File: config.mk
export PLATFORM = sky130hd
export DESIGN_NAME = rahe_ram
export DESIGN_NICKNAME = d
export VERILOG_FILES = /design/src/design/rahe_ram.sv
export SDC_FILE = /design/constraint.sdc
export NUM_CORES = 2
export LEC_CHECK = 0
export BUFFER_PORTS_ARGS = -buffer_cell sky130_fd_sc_hd__buf_4
export CAP_MARGIN = 25
export CELL_PAD_IN_SITES_DETAIL_PLACEMENT = 0
export CELL_PAD_IN_SITES_GLOBAL_PLACEMENT = 1
export CORE_MARGIN = 5
export CORE_UTILIZATION = 51
export CTS_BUF_LIST = sky130_fd_sc_hd__clkbuf_16
export CTS_CLUSTER_DIAMETER = 200
export DETAILED_ROUTE_END_ITERATION = 7
export MAX_ROUTING_LAYER = met4
export PLACE_DENSITY_LB_ADDON = 0.15
export SYNTH_ARGS = -nofsm -noshare
export SYNTH_HDL_FRONTEND = slang
export SYNTH_SLANG_ARGS = --single-unit
File: constraint.sdc
create_clock -name i_clk -period 2.1 [get_ports i_clk]
set_input_delay 0.21 -clock i_clk [delete_from_list [all_inputs] [get_ports i_clk]]
set_output_delay 0.21 -clock i_clk [all_outputs]
set_load 0.03 [all_outputs]
File: src/design/rahe_ram.sv
`default_nettype none
module rahe_ram #(
    parameter int WIDTH = 8,
    parameter int DEPTH = 256
) (
    input  wire                      i_clk,
    input  wire                      i_we,
    input  wire [$clog2(DEPTH)-1:0]  i_waddr,
    input  wire [WIDTH-1:0]          i_wdata,
    input  wire [$clog2(DEPTH)-1:0]  i_raddr,
    output logic [WIDTH-1:0]         o_rdata
);
    logic [WIDTH-1:0] r_mem [DEPTH];

    always_ff @(posedge i_clk) begin
        if (i_we) begin
            r_mem[i_waddr] <= i_wdata;
        end
        o_rdata <= r_mem[i_raddr];
    end
endmodule
`default_nettype wire

# [Yosys cells after proc, flatten, opt, wreduce, memory -nomap -nowiden]
# Memory sizes are Yosys's and may differ from the RTL's. A register that Yosys moved wholly into a read port is not among the register bits.
# Index checks and enable logic that the tools add are counted.
[classes] n_mux=2
[ops] operator="1-bit two-way mux" n=2
[word_totals] n_memories=1 word_cells=3 ramBits=2048 ff_bits=0 out_inout_bits=8 in_bits=26
[mem_list] name="r_mem" words=256 word_bits=8 rd=1 rd_ports_with_merged_regs=1 wr=1 line_no="13" text="logic [WIDTH-1:0] r_mem [DEPTH];"

# [Longest topological paths before layout]
[depth] word_depth=2 mapped_depth=11 mapped_depth_nobuf=6

# [Least setup slack after synthesis]
# OpenSTA, ideal clock, no wires.
[synth_path] path_type="in2reg" start="input port i_raddr[0]" end="register o_rdata[2], read port of r_mem" t_required_ps=1969 setup_ps=131 setup_slack_ps=-48 stages=9 t_arrival_ps=2017 n_path_buf=4 cell_sequence="buf_6 > buf_12 > buf_8 > buf_2 > mux4_2 > a22oi_1 > a21oi_1 > nor4_1 > nor4_2"
[synth_rtl] item="start: declaration" line_no="10" text="input wire [$clog2(DEPTH)-1:0] i_raddr,"
[synth_rtl] item="end: declaration" line_no="11" text="output logic [WIDTH-1:0] o_rdata"

==> qor_table.md <==
| Result | This run |
| --- | --- |
| Result of the run | complete, but fails checks |
| Failing checks | setup timing |
| Placed cells | 6329 |
| Post CTS Setup Buffer Count | 0 |
| First-pass GRT wire length | 301 mm |
| Synthesized net count | 3759 |
| Sequential fraction of design power | 0.526 |
| Clock latency on the worst-skew pair | 840 ps |
| Pre-antenna DRT Iters | 6 |
| Clock transition time at the flip-flop clock pins of the worst setup and hold paths | 60 ps |
| Critical Path Source Type | flop |
| Die width | 405 µm |
| Final critical delay including setup and external delays | 2260 ps |
| Setup Skew | 29.0 ps |
| Filler Cells Inserted | 10900 |
| Power density normalized to cell area | 909 mW/mm² |
| Placeable core area | 0.156 mm² |
| Area share of fa/ha/maj cells after synthesis | 0 |
| Dominant cells by area after synthesis | sky130_fd_sc_hd__edfxtp_1 77%, sky130_fd_sc_hd__mux4_2 13%, sky130_fd_sc_hd__mux2i_1 1.7% |
| Number of flops mapped to enable cells by yosys | 2048 |
| Proportion of power drawn by combinational gates | 0.059 |
| Highest fanout seen on the critical path | 1 |
| Nets | 4507 |
| CP top delay family | multiplexers |
| Combined area of all synthesized cells | 0.0796 mm² |
| Number of failing hold endpoints at the final stage | 0 |
| Buf/Inv on CP | 1 |
| Power share of the clock group | 0.415 |
| Portion of netlist area occupied by mux cells | 0.146 |
| PortBufs | 33 |
| Kind of capture point of the worst setup path | flop |
| Crit share post-route | 1.08 |
| Relative max-transition margin | 0.306 |
| Post-synthesis share of cell area spent on and, or, nand and nor gates | 0.0263 |
| Number of max-capacitance violations reported | 0 |
| Min setup slack post-route | -162 ps |
| Sequential fraction of the synthesis area | 0.775 |
| Number of failing setup endpoints in the final timing report | 7 |
| Synthesized-area fraction occupied by xor and xnor cells | 0 |
| TritonCTS clock tree | done |
| Aggregate global routing overflow | 0 |
| Switching power as a share of total power | 0.213 |
| Final HPWL from detailed placement | 138 mm |
| Chip Height | 405 µm |
| Share of the synthesized area in the top cell type | 0.773 |
| Vias in the first global route | 42400 |
| Most common cell in the synthesized netlist | sky130_fd_sc_hd__edfxtp_1 |
| Clk sink count | 2056 |
| Final non-filler cell area | 0.0948 mm² |
| Area of the die | 0.164 mm² |
| Number of warnings issued by yosys | 0 |
| Area post-placement | 0.0878 mm² |
| Largest net degree at the start of global routing | 83 |
| Layout Cells excl Fill | 6716 |
| Number of I/O pins | 34 |
| Most repeated library cell on the critical path | sky130_fd_sc_hd__mux4_2 |
| Detailed-route wire length per cell | 31.3 µm |
| Crit path cell chain | mux4_2, mux4_2, nor2b_4, nor4_4, buf_4, nor4_2 |
| Number of placement rows | 145 |
| Average size of a mapped cell | 21.3 µm² |
| Layout area overhead | 19.1% |
| Dominant register cell in the synthesized netlist | sky130_fd_sc_hd__edfxtp_1 |
| Max stage delay cell, worst path | sky130_fd_sc_hd__mux4_2 |
| Buffers from clock root to sink, at most | 3 |
| TritonCTS buffer count | 204 |
| Arrival time reported for the critical path endpoint | 2960 ps |
| Worst hold path class | in -> reg |
| Most numerous cell types in the synthesized netlist | 2048 x sky130_fd_sc_hd__edfxtp_1, 454 x sky130_fd_sc_hd__mux4_2, 282 x sky130_fd_sc_hd__nor2_1 |
| Post-synthesis cell type with the largest combined area | sky130_fd_sc_hd__edfxtp_1 |
| Internal portion of total power | 67.8 mW |
| IR drop worst, VDD | 909 µV |
| Transition time at the pin with the least slew margin | 1040 ps |
| Worst Setup Path Type | reg -> reg |
| Async S/R FF share, synth | 0 |
| Maximum clock frequency | 0.442 GHz |
| Number of antenna violations at the first check in global routing | 6 |
| Root cell of the clock tree | sky130_fd_sc_hd__clkbuf_16 |
| Fraction of layout cells with a size suffix above 1 | 0.339 |
| Setup repair after global routing missed its margin | true |
| Final slew viol count | 0 |
| Vias per std cell | 6.18 |
| WP data required | 2800 ps |
| Post-synthesis compound-gate area fraction | 0.0342 |
| Starting DRT DRC Count | 4460 |
| All-layer global routing usage | 0.267 |
| Seq cells post-synth | 2056 |
| H-tree level count | 4 |
| Count of unique library cells instantiated by Yosys | 55 |
| Routability Congestion | 0.892 |
| Biggest cell delay along the critical path | 570 ps |
| Cell count after synthesis | 3733 |
| DR DRC count | 0 |
| Net Sw Power | 18.3 mW |
| Drt total wl | 211 mm |
| Post-route antenna net violation count | 0 |
| Static Leakage | 31.1 nW |
| Routed vias | 41500 |
| Combinational family with the most area after synthesis | multiplexers |
| Starting Density | 0.511 |
| Utilization after layout | 0.609 |
[cells by family after synthesis]
| kind of cell | count (synthesis) |
|---|---|
| mux | 591 |
| compound gates | 385 |
| buf+inv | 235 |
| simple gates | 466 |
| flops | 2056 |
[power by group through the flow]
stage | Clock (mW) | Sequential [mW] | Combinational [mW]
2_1_floorplan | 0 | 46.2 | 2.21
3_3_place_gp | 0 | 46.2 | 4.88
3_5_place_dp | 0 | 46.2 | 4.97
4_1_cts | 36.3 | 45.3 | 5.07
5_1_grt | 38.1 | 45.3 | 5.31
6_report | 35.7 | 45.3 | 5.06
[final cells by class]
type | instances | area [µm²] | share of cell area
Antenna cell | 3 | 7.51 | 0.0000792
Inverter | 2 | 7.51 | 0.0000792
Clock buffer | 209 | 5230 | 0.0552
Clock inverter | 171 | 1400 | 0.0147
Sequential cell | 2056 | 61700 | 0.651
Tap cell | 2058 | 2570 | 0.0272
Timing Repair Buffer | 775 | 7110 | 0.0750
Multi-Input combinational cell | 1442 | 16800 | 0.177
[metrics by stage]
stage | setup TNS, ps | setup slack, ps | total power [mW] | hold slack, ps
after detailed placement | -11780 | -1210 | 51.2 | 714
final | -788 | -162 | 86.1 | 84.9
after global placement | -9650 | -1150 | 51.1 | 702
after CTS | -855 | -157 | 86.7 | 39.8
after floorplan | 0 | 8.13 | 48.4 | 309
after global routing | -1120 | -226 | 88.7 | 80.9
[state kept, by name (all words and copies together), names as in the netlist]
signal and cells:
o_rdata 8, r_mem 2048
[worst paths after layout]
path / cells after the start / slack, ps / start / end
max: 6 / -160 / r_mem[87][4] / o_rdata[4]
min: 1 / 80 / i_wdata[2] / r_mem[71][2]
max reg2reg: 6 / -160 / r_mem[87][4] / o_rdata[4]
min reg2reg: 5 / 1090 / r_mem[23][3] / o_rdata[3]
[per-layer routing]
metal | vias to the layer above | share of wire | track usage
li1 | 17200 | - | -
met3 | 336 | 0.088 | 0.0576
met2 | 2011 | 0.48 | 0.410
met5 | - | 0 | -
met1 | 21900 | 0.40 | 0.364
met4 | 0 | 0.033 | 0.0817
[layout by cell type (no fill, tap or decap), types with 33 or more instances in the layout]
cell type and count:
sky130_fd_sc_hd__nand2_1 33, sky130_fd_sc_hd__buf_12 97, sky130_fd_sc_hd__clkbuf_16 209, sky130_fd_sc_hd__buf_4 663, sky130_fd_sc_hd__mux2i_1 134, sky130_fd_sc_hd__edfxtp_1 2048, sky130_fd_sc_hd__a22oi_1 130, sky130_fd_sc_hd__clkinv_1 49
sky130_fd_sc_hd__a21oi_1 96, sky130_fd_sc_hd__mux4_2 455, sky130_fd_sc_hd__clkinv_2 40, sky130_fd_sc_hd__nor2_1 278, sky130_fd_sc_hd__nand3_1 34, sky130_fd_sc_hd__inv_1 41, sky130_fd_sc_hd__o221ai_1 46
[repair_timing]
item                                    4_1_cts  5_1_grt
endpoints found under the setup margin        8        8
endpoints found under the hold margin       181        0
gates resized for setup                      42       13
pin swaps                                    15        6
hold buffers                                  5        0
(Power assumes the default switching activity.)
