$ cat src/design/rahe_mod.sv
`default_nettype none
// Restoring remainder of a 32-bit dividend by a 17-bit divisor, one bit per cycle.
module rahe_mod (
    input  wire          i_clk,
    input  wire          i_rst_n,
    input  wire          i_start,
    input  wire  [31:0]  i_dividend,
    input  wire  [16:0]  i_divisor,
    output logic [16:0]  o_rem,
    output logic         o_busy,
    output logic         o_done
);
    logic [31:0] r_quo;
    logic [16:0] r_rem;
    logic [16:0] r_div;
    logic [5:0]  r_cnt;
    logic        r_busy;
    logic        r_done;
    logic [17:0] w_trial;

    assign w_trial = {r_rem, r_quo[31]};

    always_ff @(posedge i_clk) begin
        if (!i_rst_n) begin
            r_busy <= 1'b0;
            r_done <= 1'b0;
            r_cnt  <= '0;
        end else begin
            r_done <= 1'b0;
            if (i_start) begin
                r_busy <= 1'b1;
                r_cnt  <= 6'd32;
                r_quo  <= i_dividend;
                r_rem  <= '0;
                r_div  <= i_divisor;
            end else if (r_busy) begin
                r_quo <= {r_quo[30:0], 1'b0};
                if (w_trial >= {1'b0, r_div}) begin
                    r_rem <= 17'(w_trial - {1'b0, r_div});
                end else begin
                    r_rem <= w_trial[16:0];
                end
                r_cnt <= r_cnt - 6'd1;
                if (r_cnt == 6'd1) begin
                    r_busy <= 1'b0;
                    r_done <= 1'b1;
                end
            end
        end
    end

    assign o_rem  = r_rem;
    assign o_busy = r_busy;
    assign o_done = r_done;
endmodule
`default_nettype wire

$ cat config.mk
export PLATFORM = sky130hd
export DESIGN_NAME = rahe_mod
export DESIGN_NICKNAME = d
export VERILOG_FILES = /design/src/design/rahe_mod.sv
export SDC_FILE = /design/constraint.sdc
export NUM_CORES = 1
export LEC_CHECK = 0
export BUFFER_PORTS_ARGS = -buffer_cell sky130_fd_sc_hd__buf_2
export CAP_MARGIN = 0
export CORE_ASPECT_RATIO = 0.7
export CORE_MARGIN = 2
export CORE_UTILIZATION = 35
export DETAILED_ROUTE_END_ITERATION = 10
export SLEW_MARGIN = 40
export SYNTH_ARGS = -nofsm -noshare
export SYNTH_HDL_FRONTEND = slang
export SYNTH_SLANG_ARGS = --single-unit
$ cat constraint.sdc
create_clock -name i_clk -period 7.15 [get_ports i_clk]
set_input_delay 0.715 -clock i_clk [delete_from_list [all_inputs] [get_ports i_clk]]
set_output_delay 0.715 -clock i_clk [all_outputs]
set_load 0.01 [all_outputs]
=== Word level (Yosys, flattened, before mapping) ===
Cells that the tools add are included.
Widths: inputs -> output; s select.

* Flip-flop bits (word level): 74
* Input bits: 52
* Output and inout port bits: 19
* Logic and storage cells: 28

* $add $sub $neg: 2
* Magnitude comparators: 1
* Equal/unequal tests: 1
* Multiplexer cells: 10
* Bitwise operators: 2
* Reduce and logical (&&, ||, !) cells: 5

{| class="wikitable"
|+ Operators by type and width
! kind !! count
|-
| $mux 32 || 2
|-
| $mux 17 || 2
|-
| $ge 18x17->1 || 1
|-
| $sub 17x17->17 || 1
|-
| $mux 6 || 2
|-
| $eq 6x1->1 const B || 1
|-
| $sub 6x1->6 const B || 1
|-
| $mux 1 || 4
|-
| $reduce_and 2->1 || 2
|-
| $reduce_or 3->1 || 1
|-
| $not 1->1 || 2
|-
| $reduce_bool 2->1 || 1
|-
| $reduce_or 2->1 || 1
|}

=== Longest topological paths before layout ===
Gate-level depths: netlist of the first run.

* Depth after elaboration: 4
* Mapped depth: 11
* Mapped depth without buffers: 10

=== Least setup slack after synthesis of the first run ===
OpenSTA, ideal clock, no wires.

* Path type: reg-to-reg
* From: reg r_quo[31]
* To: reg r_rem[12] (netlist: o_rem[12]) (data pin)
* Library setup time: 0.266 ns
* Arrival: 2.358 ns
* Data required time: 6.884 ns
* Slack: 4.526 ns
* Stages on the path, launching flop included: 12
* Buffers on the path: 1
* Period minus slack after synthesis: 2.624 ns
* Cell sequence: edfxtp_1 > inv_1 > ha_1 > inv_1 > fa_1 > a21o_1 > a221oi_2 > a2111oi_4 > or2_4 > buf_6 > a31oi_1 > nor2_1

* Longest elaborated chain between the ends: 3
* Elaborated cells on any way between the ends: 4
* Those cells by class: add/sub: 1; order compare: 1; mux: 2

{| class="wikitable"
|+ RTL lines
! element !! RTL line !! RTL
|-
| from (decl) || 13 || <nowiki>logic [31:0] r_quo;</nowiki>
|-
| from (signal assigned) || 33 || <nowiki>r_quo <= i_dividend;</nowiki>
|-
| from (signal assigned) || 37 || <nowiki>r_quo <= {r_quo[30:0], 1'b0};</nowiki>
|-
| $sub 17x17->17 or $ge 18x17->1 (tied branches) || 39, 38 ||
|-
| $mux 17 (*) || 38 || <nowiki>if (w_trial >= {1'b0, r_div}) begin</nowiki>
|-
| $mux 17 (*) || 36 || <nowiki>end else if (r_busy) begin</nowiki>
|-
| to (signal assigned) || 39 || <nowiki>r_rem <= 17'(w_trial - {1'b0, r_div});</nowiki>
|-
| to (signal assigned) || 41 || <nowiki>r_rem <= w_trial[16:0];</nowiki>
|-
| to (decl) || 14 || <nowiki>logic [16:0] r_rem;</nowiki>
|}

Mark *: on every way between the ends. The rest lies on a longest branch, timed or not. The select of a mux whose other input is x is not followed.
A chain may end at the register's enable or synchronous reset.

=== Worst setup path after layout of the first run ===
* From: reg r_quo[31]
* To: reg r_rem[11] (netlist: o_rem[11]) (data pin)

Same word-level chain as after synthesis.

==> key figures, run 1 <==
STA
  – Final Max Tran Viols: 0
  – Setup WS post-layout: 4260 ps
  – Final setup viols: 0
  – Final setup TNS: 0 ps
  – Min Tclk post-route: 2890 ps
  – Normalized max-slew margin: 54.0%
  – Fmax: 346 MHz
  – Tcrit/Tclk final: 40.4%
  – Final Skew: 4.60 ps
  – Worst-Margin Slew: 686 ps
  – Final hold viol count: 0
  – RSZ-0062 raised after global routing: false

Die
  – Die area: 0.0120 mm²
  – Number of cell rows: 32
  – Chip width: 130 µm
  – Core area: 0.0109 mm²
  – Die height: 92.1 µm
  – Initial Util: 35.6%
  – I/O pin count: 71

Pwr
  – Pwr dens: 260 mW/mm²
  – P_leak: 1.89 nW
  – Total power: 0.00122 W
  – Peak supply drop: 0.000117 V

Worst setup path
  – Worst EP required: 7220 ps
  – Setup crit start kind: register
  – Crit path kind: reg2reg
  – Data arrival, critical path: 2960 ps
  – CP endpoint kind: register
  – Crit Path Max Fanout: 21

Global route
  – First-pass GRT wire length: 12.7 mm
  – GRT Util Overall: 14.0%
  – Grt met2 use: 19.2%
  – Met3 Use GR: 5.08%
  – Vias in the first global route: 2,558
  – Global route total overflow: 0
  – Most Crowded Layer GR: met1
  – Largest net degree at the start of global routing: 56
  – M1 GR Usage: 20.7%
  – Initial antenna violation count: 0

Clock network
  – # hold bufs at CTS: 0
  – Skew-Pair Late Insertion Delay: 340 ps
  – # Post-CTS Setup Buffers: 0
  – Root buf cell: clkbuf_16
  – CTS tree: yes
  – CTS Sinks: 74
  – Resized Gates After CTS: 0
  – Total CTS buffers: 9
  – H-Tree Depth: 3
  – Clk pin slew, worst setup/hold paths: 60 ps
  – CTS Buffer Depth: 2

Finish
  – Final #Nets: 462
  – P&R area growth vs syn: 20.6%
  – Design area: 0.00468 mm²
  – Filler cells: 1,059
  – N_diodes: 0
  – Share of layout cells above drive strength 1: 32.4%

Synthesis
  – FF+latch count, synth: 74
  – FFs w/ async S/R, synth: 0%
  – Mapped cell area: 0.00388 mm²
  – Top post-synthesis cells by area: edfxtp_1 (51%), mux2_2 (9.0%), ha_1 (6.1%)
  – Commonest cells in the netlist: edfxtp_1 (66), mux2_2 (31), nand2_1 (28), a21oi_1 (22), inv_1 (22)
  – Yosys cell types: 51
  – Sequential area share after synthesis: 55.2%
  – Syn nets: 387
  – Synth area leader: edfxtp_1
  – Synth Flop Type: edfxtp_1
  – Syn avg cell area: 12.3 µm²
  – EDFF count, synth: 66
  – Yosys top cell area share: 51.1%
  – Post-Syn Instances: 315
  – Most common cell in the netlist: edfxtp_1
  – Yosys Warn Count: 0

Job
  – Max Cap Viol: 0

Route
  – Vias per inst: 4.86
  – Vias post-DR: 2,666
  – WL final: 8.22 mm
  – Drt drc: 0
  – Drt pass-1 iters: 5
  – WL/cell: 15.0 µm
  – Starting DRT DRC Count: 184
  – DRT antenna net count: 0

Outcome
  – Status: completed

Place
  – Dpl ws: 4300 ps
  – Post-Place Cell Area: 0.00439 mm²
  – PortBufs: 70
  – Post-DP HPWL: 5.73 mm
  – Placer congestion estimate: 0.861

Min path
  – Hold Crit Class: reg2reg
[worst paths after layout]
kind	startpoint	endpoint	slack (ps)	cells past startpoint
worst max-delay path	r_quo[31]	o_rem[11]	4260	10
worst min-delay path	r_cnt[1]	r_cnt[1]	530	2
worst max register to register	r_quo[31]	o_rem[11]	4260	10
worst min register to register	r_cnt[1]	r_cnt[1]	530	2
[critical path: stages (launching register included)]
cell,delay (ps)
edfxtp_1,390
inv_1,80
ha_1,180
inv_1,60
fa_1,400
a21o_1,240
a221oi_2,460
a2111oi_4,170
or2_4,390
nand2b_1,150
o32ai_1,100
[routing by layer]
metal / up-vias / routed length (µm)
met1: 1255 / 4190
met4: 0 / 85
li1: 1325 / -
met2: 77 / 3390
met5: - / 0
met3: 9 / 552
[metrics by stage]
stage          hold slack, ps  utilization [%]  std cells
2_1_floorplan             468                -        315
3_3_place_gp              480             40.3        532
3_5_place_dp              526             40.3        532
4_1_cts                   532             43.0        548
5_1_grt                   543             43.0        548
6_report                  531             43.0        548
[cells by family after synthesis]
group	Yosys count	synth area share, %
adder cells (fa/ha/maj)	20	6.64
flip-flops	74	55.2
XOR/XNOR	16	3.61
multiplexers	31	9.00
buffers and inverters	30	3.29
AO/OA/AOI/OAI	65	12.1
AND/OR/NAND/NOR	79	10.2
[final cells by class]
type / instances / area (µm²) / share of cell area (%)
clock inverter: 6 / 57.6 / 1.23
multi-input combinational: 211 / 1610 / 34.4
clock buffer: 10 / 229 / 4.89
sequential: 74 / 2140 / 45.8
inverter: 22 / 82.6 / 1.76
tap: 153 / 191 / 4.09
timing repair buffer: 72 / 365 / 7.81
[report_power, final]
part	internal, W	switching, W	leakage, nW
combinational	0.000105	0.000137	1.05
sequential	0.000514	0.0000178	0.697
clock	0.000268	0.000174	0.144
[placed cells by master (no fill, tap or decap), types with 6 or more instances in the layout]
cell	netlist	routed
buf_2	0	70
edfxtp_1	66	66
mux2_2	31	31
nand2_1	28	28
a21oi_1	22	22
inv_1	22	21
ha_1	19	19
nor2_1	14	14
clkbuf_16	0	9
xnor2_1	8	8
xor2_1	8	8
dfxtp_1	8	8
nand2b_1	7	7
a21o_1	6	6
nand4_1	6	6
[flip-flops by register name, summed over array words and instances (netlist names)]
register / cells
o_busy: 1
r_cnt: 6
o_rem: 17
r_div: 17
o_done: 1
r_quo: 32
Note: power is estimated with default switching activity, not from simulation.
==> run 2, diff against run 1 <==
clock period = 2.45 ns   (was 7.15 ns; I/O delays follow)
==> run 2 against run 1 <==
The run now ends with negative setup slack left; fmax is 13% higher; sequential cell count did not move; core utilization up 3.5 points; via count up 4.8%; worst setup slack worse by 4400 ps; die area is the same; clock skew barely moved; critical path depth unchanged; sequential share of layout area is 3.4 points lower; critical endpoint is now o_rem[12].
==> key figures, run 2 (synthesized netlist as in run 1, its figures left out) <==
Outcome
  – Status: finished, violations left
  – Failing checks: negative setup slack

Worst setup path
  – Setup crit start kind: register
  – Crit Path Max Fanout: 5
  – CP endpoint kind: register
  – Crit path kind: reg2reg
  – Worst EP required: 2530 ps
  – Data arrival, critical path: 2640 ps

Global route
  – Grt met2 use: 22.5%
  – Most Crowded Layer GR: met1
  – Largest net degree at the start of global routing: 45
  – Initial antenna violation count: 0
  – Vias in the first global route: 2,789
  – GRT Util Overall: 15.5%
  – Met3 Use GR: 4.08%
  – First-pass GRT wire length: 14.1 mm
  – M1 GR Usage: 22.7%
  – Global route total overflow: 0

Finish
  – Final #Nets: 497
  – Post-layout util: 46.4%
  – Max reg flops: 32
  – Filler cells: 1,051
  – Commonest non-fill, non-tap cell in the layout: buf_2
  – Most frequent cells in the layout: buf_2 (70), edfxtp_1 (66), buf_4 (33)
  – P&R area growth vs syn: 30.3%
  – N_diodes: 0
  – Reg with most FFs: r_quo
  – Share of layout cells above drive strength 1: 43.3%

Clock network
  – Total CTS buffers: 9
  – Skew-Pair Late Insertion Delay: 330 ps
  – # hold bufs at CTS: 0
  – CTS Sinks: 74
  – H-Tree Depth: 3
  – CTS Buffer Depth: 2
  – CTS tree: yes
  – Root buf cell: clkbuf_16
  – Clk pin slew, worst setup/hold paths: 60 ps

STA
  – Final Skew: 4.63 ps
  – Tcrit/Tclk final: 105%
  – Worst-Margin Slew: 438 ps
  – Normalized max-slew margin: 70.5%
  – Final Max Tran Viols: 0
  – Final setup viols: 17
  – Setup WS post-layout: -117 ps
  – Min Tclk post-route: 2570 ps
  – Final hold viol count: 0
  – RSZ-0062 raised after global routing: true
  – Final setup TNS: -1650 ps
  – Fmax: 390 MHz

Min path
  – Hold Crit Class: in2reg

Pwr
  – Pwr dens: 726 mW/mm²
  – P_leak: 2.06 nW
  – Peak supply drop: 0.000356 V
  – Total power: 0.00367 W

Die
  – Number of cell rows: 32
  – Chip width: 130 µm
  – I/O pin count: 71
  – Initial Util: 35.6%
  – Die area: 0.0120 mm²
  – Die height: 92.1 µm
  – Core area: 0.0109 mm²

Route
  – Drt pass-1 iters: 4
  – WL/cell: 15.1 µm
  – DRT antenna net count: 0
  – Starting DRT DRC Count: 165
  – WL final: 8.83 mm
  – Vias per inst: 4.79
  – Vias post-DR: 2,795
  – Drt drc: 0

Place
  – Placer congestion estimate: 0.848
  – PortBufs: 70
  – Post-DP HPWL: 6.13 mm

Job
  – Max Cap Viol: 0
-- run 2: cell types whose count changed in the layout (fill, tap and decap cells not counted), moves of 3 or more --
cell and change:
a21oi_2 +8, nand2_2 +5, a21oi_1 -8, nand2_1 -5, buf_4 +31, clkinvlp_4 +3
-- run 2: path summary, 6_finish.rpt --
check          startpoint        end  slack [ps]  cells after the start
max             r_quo[31]  o_rem[12]        -120                     10
min          i_divisor[6]   r_div[6]          90                      1
max reg2reg     r_quo[31]  o_rem[12]        -120                     10
min reg2reg      r_cnt[1]   r_cnt[1]         500                      2
-- run 2: timing repair --
item / CTS / global route
gates resized for setup: 11 / 16
gates cloned: 2 / 0
setup endpoints to repair: 17 / 17
buffers inserted: 5 / 0
pin swaps: 6 / 9
-- run 2: where the power goes --
group          internal (W)  total, W  switching [W]
clock              0.000712   0.00122       0.000511
combinational      0.000427  0.000903       0.000476
sequential          0.00150   0.00155      0.0000476
total               0.00264   0.00367        0.00103
-- run 2: worst max-delay path, stage by stage, from the launching register on --
cell and delay, ps:
edfxtp_1 380, inv_1 80, ha_2 190, inv_2 40, fa_2 340, a21o_4 250
a221oi_4 370, a2111oi_4 150, or2_4 320, a31oi_1 150, nor2_1 50
-- run 2: per-layer routing --
layer,routed length (µm),part of all wire [%]
met1,4590,52
met2,3700,42
met3,431,4.9
met4,103,1.2
met5,0,0
-- run 2: cell type report --
class	instances	area, µm²	area share (%)
inverter	22	82.6	1.63
clock buffer	12	246	4.88
tap	153	191	3.79
multi-input combinational	213	1740	34.3
clock inverter	4	27.5	0.544
sequential	74	2140	42.4
timing repair buffer	105	629	12.4
-- run 2: per-stage QoR --
| step | cells | hold WS, ps | area, µm² | setup slack, ps |
|---|---|---|---|---|
| 2_1_floorplan | 315 | 344 | 3890 | -26.8 |
| 3_3_place_gp | 560 | 424 | 4630 | -77.7 |
| 3_5_place_dp | 560 | 423 | 4630 | -158 |
| 4_1_cts | 583 | 73.0 | 5000 | -32.4 |
| 5_1_grt | 583 | 73.0 | 5060 | -202 |
| 6_report | 583 | 86.2 | 5060 | -117 |
==> run 3, diff against run 2 <==
CORE_MARGIN = 5   (was 2)
==> run 3 against run 2 <==
The run still ends with negative setup slack left; critical path depth rose by 2; combinational power grew 2%; count of clock-buffer cells in the layout down 2; largest cell class unchanged; sequential share of layout area down 0.16 points; highest routed layer unchanged; final area is 0.37% higher; sequential power about the same.
==> key figures, run 3 (synthesized netlist as in run 1, its figures left out) <==
Pwr
  – Switching Share: 28.3%
  – P_leak: 2.07 nW
  – Pwr dens: 720 mW/mm²
  – Combinational share of power: 25.2%
  – Clock network power share: 32.5%
  – Switch Pwr: 0.00103 W
  – Peak supply drop: 0.000324 V
  – Internal power: 0.00262 W
  – Total power: 0.00365 W
  – Reg power frac: 42.4%

STA
  – Min Tclk post-route: 2530 ps
  – RSZ-0062 raised after global routing: true
  – Setup WS post-layout: -82.6 ps
  – Final Skew: 3.97 ps
  – Final Max Tran Viols: 0
  – Final hold viol count: 0
  – Tcrit/Tclk final: 103%
  – Final setup viols: 16
  – Fmax: 395 MHz
  – Worst-Margin Slew: 712 ps
  – WHS: 87.7 ps
  – Normalized max-slew margin: 52.3%

Worst setup path
  – Setup crit start kind: register
  – Crit path kind: reg2reg
  – Data arrival, critical path: 2720 ps
  – Critical path's largest stage delay: 410 ps
  – Critical path origin: r_quo[31]
  – CP max stage cell: edfxtp_1
  – Reg2reg setup slack: -80 ps
  – FF-to-FF End: o_rem[3]
  – CP endpoint kind: register
  – R2R cell count: 12
  – Crit-path most repeated cell: inv_2
  – Crit path to: o_rem[3]
  – Worst path bufs/invs: 4
  – Critical Path Stages: 12
  – Critical-path cell list: inv_2 -> ha_4 -> inv_2 -> fa_2 -> a21o_4 -> a221oi_4 -> a2111oi_4 -> buf_4 -> nor2_4 -> clkbuf_16 -> nand2_2 -> a21oi_2
  – Crit path max-delay family: compound AO/OA/AOI/OAI gates
  – FF-to-FF Start: r_quo[31]
  – Crit Path Max Fanout: 4
  – Worst EP required: 2640 ps

Route
  – Drt drc: 0
  – Vias post-DR: 2,804
  – Starting DRT DRC Count: 204
  – DRT antenna net count: 0
  – WL/cell: 15.5 µm
  – WL final: 9.08 mm
  – Drt pass-1 iters: 4
  – Vias per inst: 4.79

Finish
  – N_diodes: 0
  – Post-Layout Cell Count: 585
  – Design area: 0.00507 mm²
  – Reg with most FFs: r_quo
  – Share of layout cells above drive strength 1: 42.8%
  – Commonest non-fill, non-tap cell in the layout: buf_2
  – P&R area growth vs syn: 30.8%
  – Max reg flops: 32
  – Most frequent cells in the layout: buf_2 (70), edfxtp_1 (66), buf_4 (34)
  – Final #Nets: 499

Die
  – I/O pin count: 71
  – Die height: 98.1 µm
  – Number of cell rows: 32
  – Initial Util: 35.5%
  – Core area: 0.0109 mm²
  – Die area: 0.0133 mm²
  – Chip width: 136 µm

Global route
  – GRT Util Overall: 14.0%
  – Vias in the first global route: 2,850
  – Global route total overflow: 0
  – Initial antenna violation count: 0
  – First-pass GRT wire length: 14.7 mm
  – Largest net degree at the start of global routing: 31

Clock network
  – Total CTS buffers: 9
  – Root buf cell: clkbuf_16
  – CTS tree: yes
  – H-Tree Depth: 3
  – Clk pin slew, worst setup/hold paths: 60 ps
  – Skew-Pair Late Insertion Delay: 330 ps
  – CTS Buffer Depth: 2
  – CTS Sinks: 74

Outcome
  – Failing checks: negative setup slack
  – Status: finished, violations left

Place
  – Post-Place Cells: 558
  – Post-Place Cell Area: 0.00461 mm²
  – Post-DP HPWL: 6.31 mm
  – Placer congestion estimate: 0.798
  – PortBufs: 70

Min path
  – Hold path start: i_divisor[14]
  – Hold Crit Class: in2reg

Job
  – Max Cap Viol: 0
-- run 3: changes by cell type in the layout (fill, tap and decap cells not counted), sizes merged --
cell      previous run  this run
clkinv               1         5
buf                105       106
clkinvlp             3         2
inv                 22        21
clkbuf              12        11
-- run 3: metrics by stage --
stage | worst slack [ps] | TNS [ps] | util (%)
finish | -82.6 | -760 | 46.4
global route | -189 | -2610 | 46.4
CTS | -62.8 | -718 | 45.4
detailed placement | -189 | -2430 | 42.2
global placement | -107 | -998 | 42.2
floorplan | -26.8 | -100 | -
-- run 3: power by group through the flow --
stage | Combinational [W] | Clock [W] | Sequential, W
final | 0.000919 | 0.00119 | 0.00155
after global routing | 0.00101 | 0.00129 | 0.00156
after CTS | 0.000857 | 0.00123 | 0.00155
after detailed placement | 0.000809 | 0 | 0.00157
after global placement | 0.000794 | 0 | 0.00157
after floorplan | 0.000520 | 0 | 0.00158
-- run 3: worst min-delay path by stage --
| stage | endpoint | slack [ps] | depth (start not counted) |
|---|---|---|---|
| after global routing | r_div[15] | 70 | 1 |
| after detailed placement | r_div[4] | 420 | 1 |
| after floorplan | r_div[0] | 340 | 0 |
| after CTS | r_div[15] | 70 | 1 |
| after global placement | r_div[7] | 420 | 1 |
| final | r_div[14] | 90 | 1 |
-- run 3: cell type report --
cell class | count | area (µm²)
Tap cell | 153 | 191
Fill cell | 1030 | 5860
Timing Repair Buffer | 107 | 662
Clock buffer | 10 | 229
Clock inverter | 6 | 33.8
Inverter | 22 | 82.6
Sequential cell | 74 | 2140
Multi-Input combinational cell | 213 | 1730
-- run 3: repair_timing --
item / CTS / global route
endpoints found under the setup margin: 17 / 17
hold buffers: 0 / 0
pin swaps: 10 / 15
gates resized for setup: 8 / 17
gates cloned: 2 / 1
setup buffers: 6 / 2
-- run 3: metal layers --
metal	GRT usage, %	vias up	wire [µm]
li1	-	1407	-
met1	20.3	1324	4670
met2	20.1	66	3830
met3	4.79	7	509
met4	3.10	0	68
met5	0	-	0
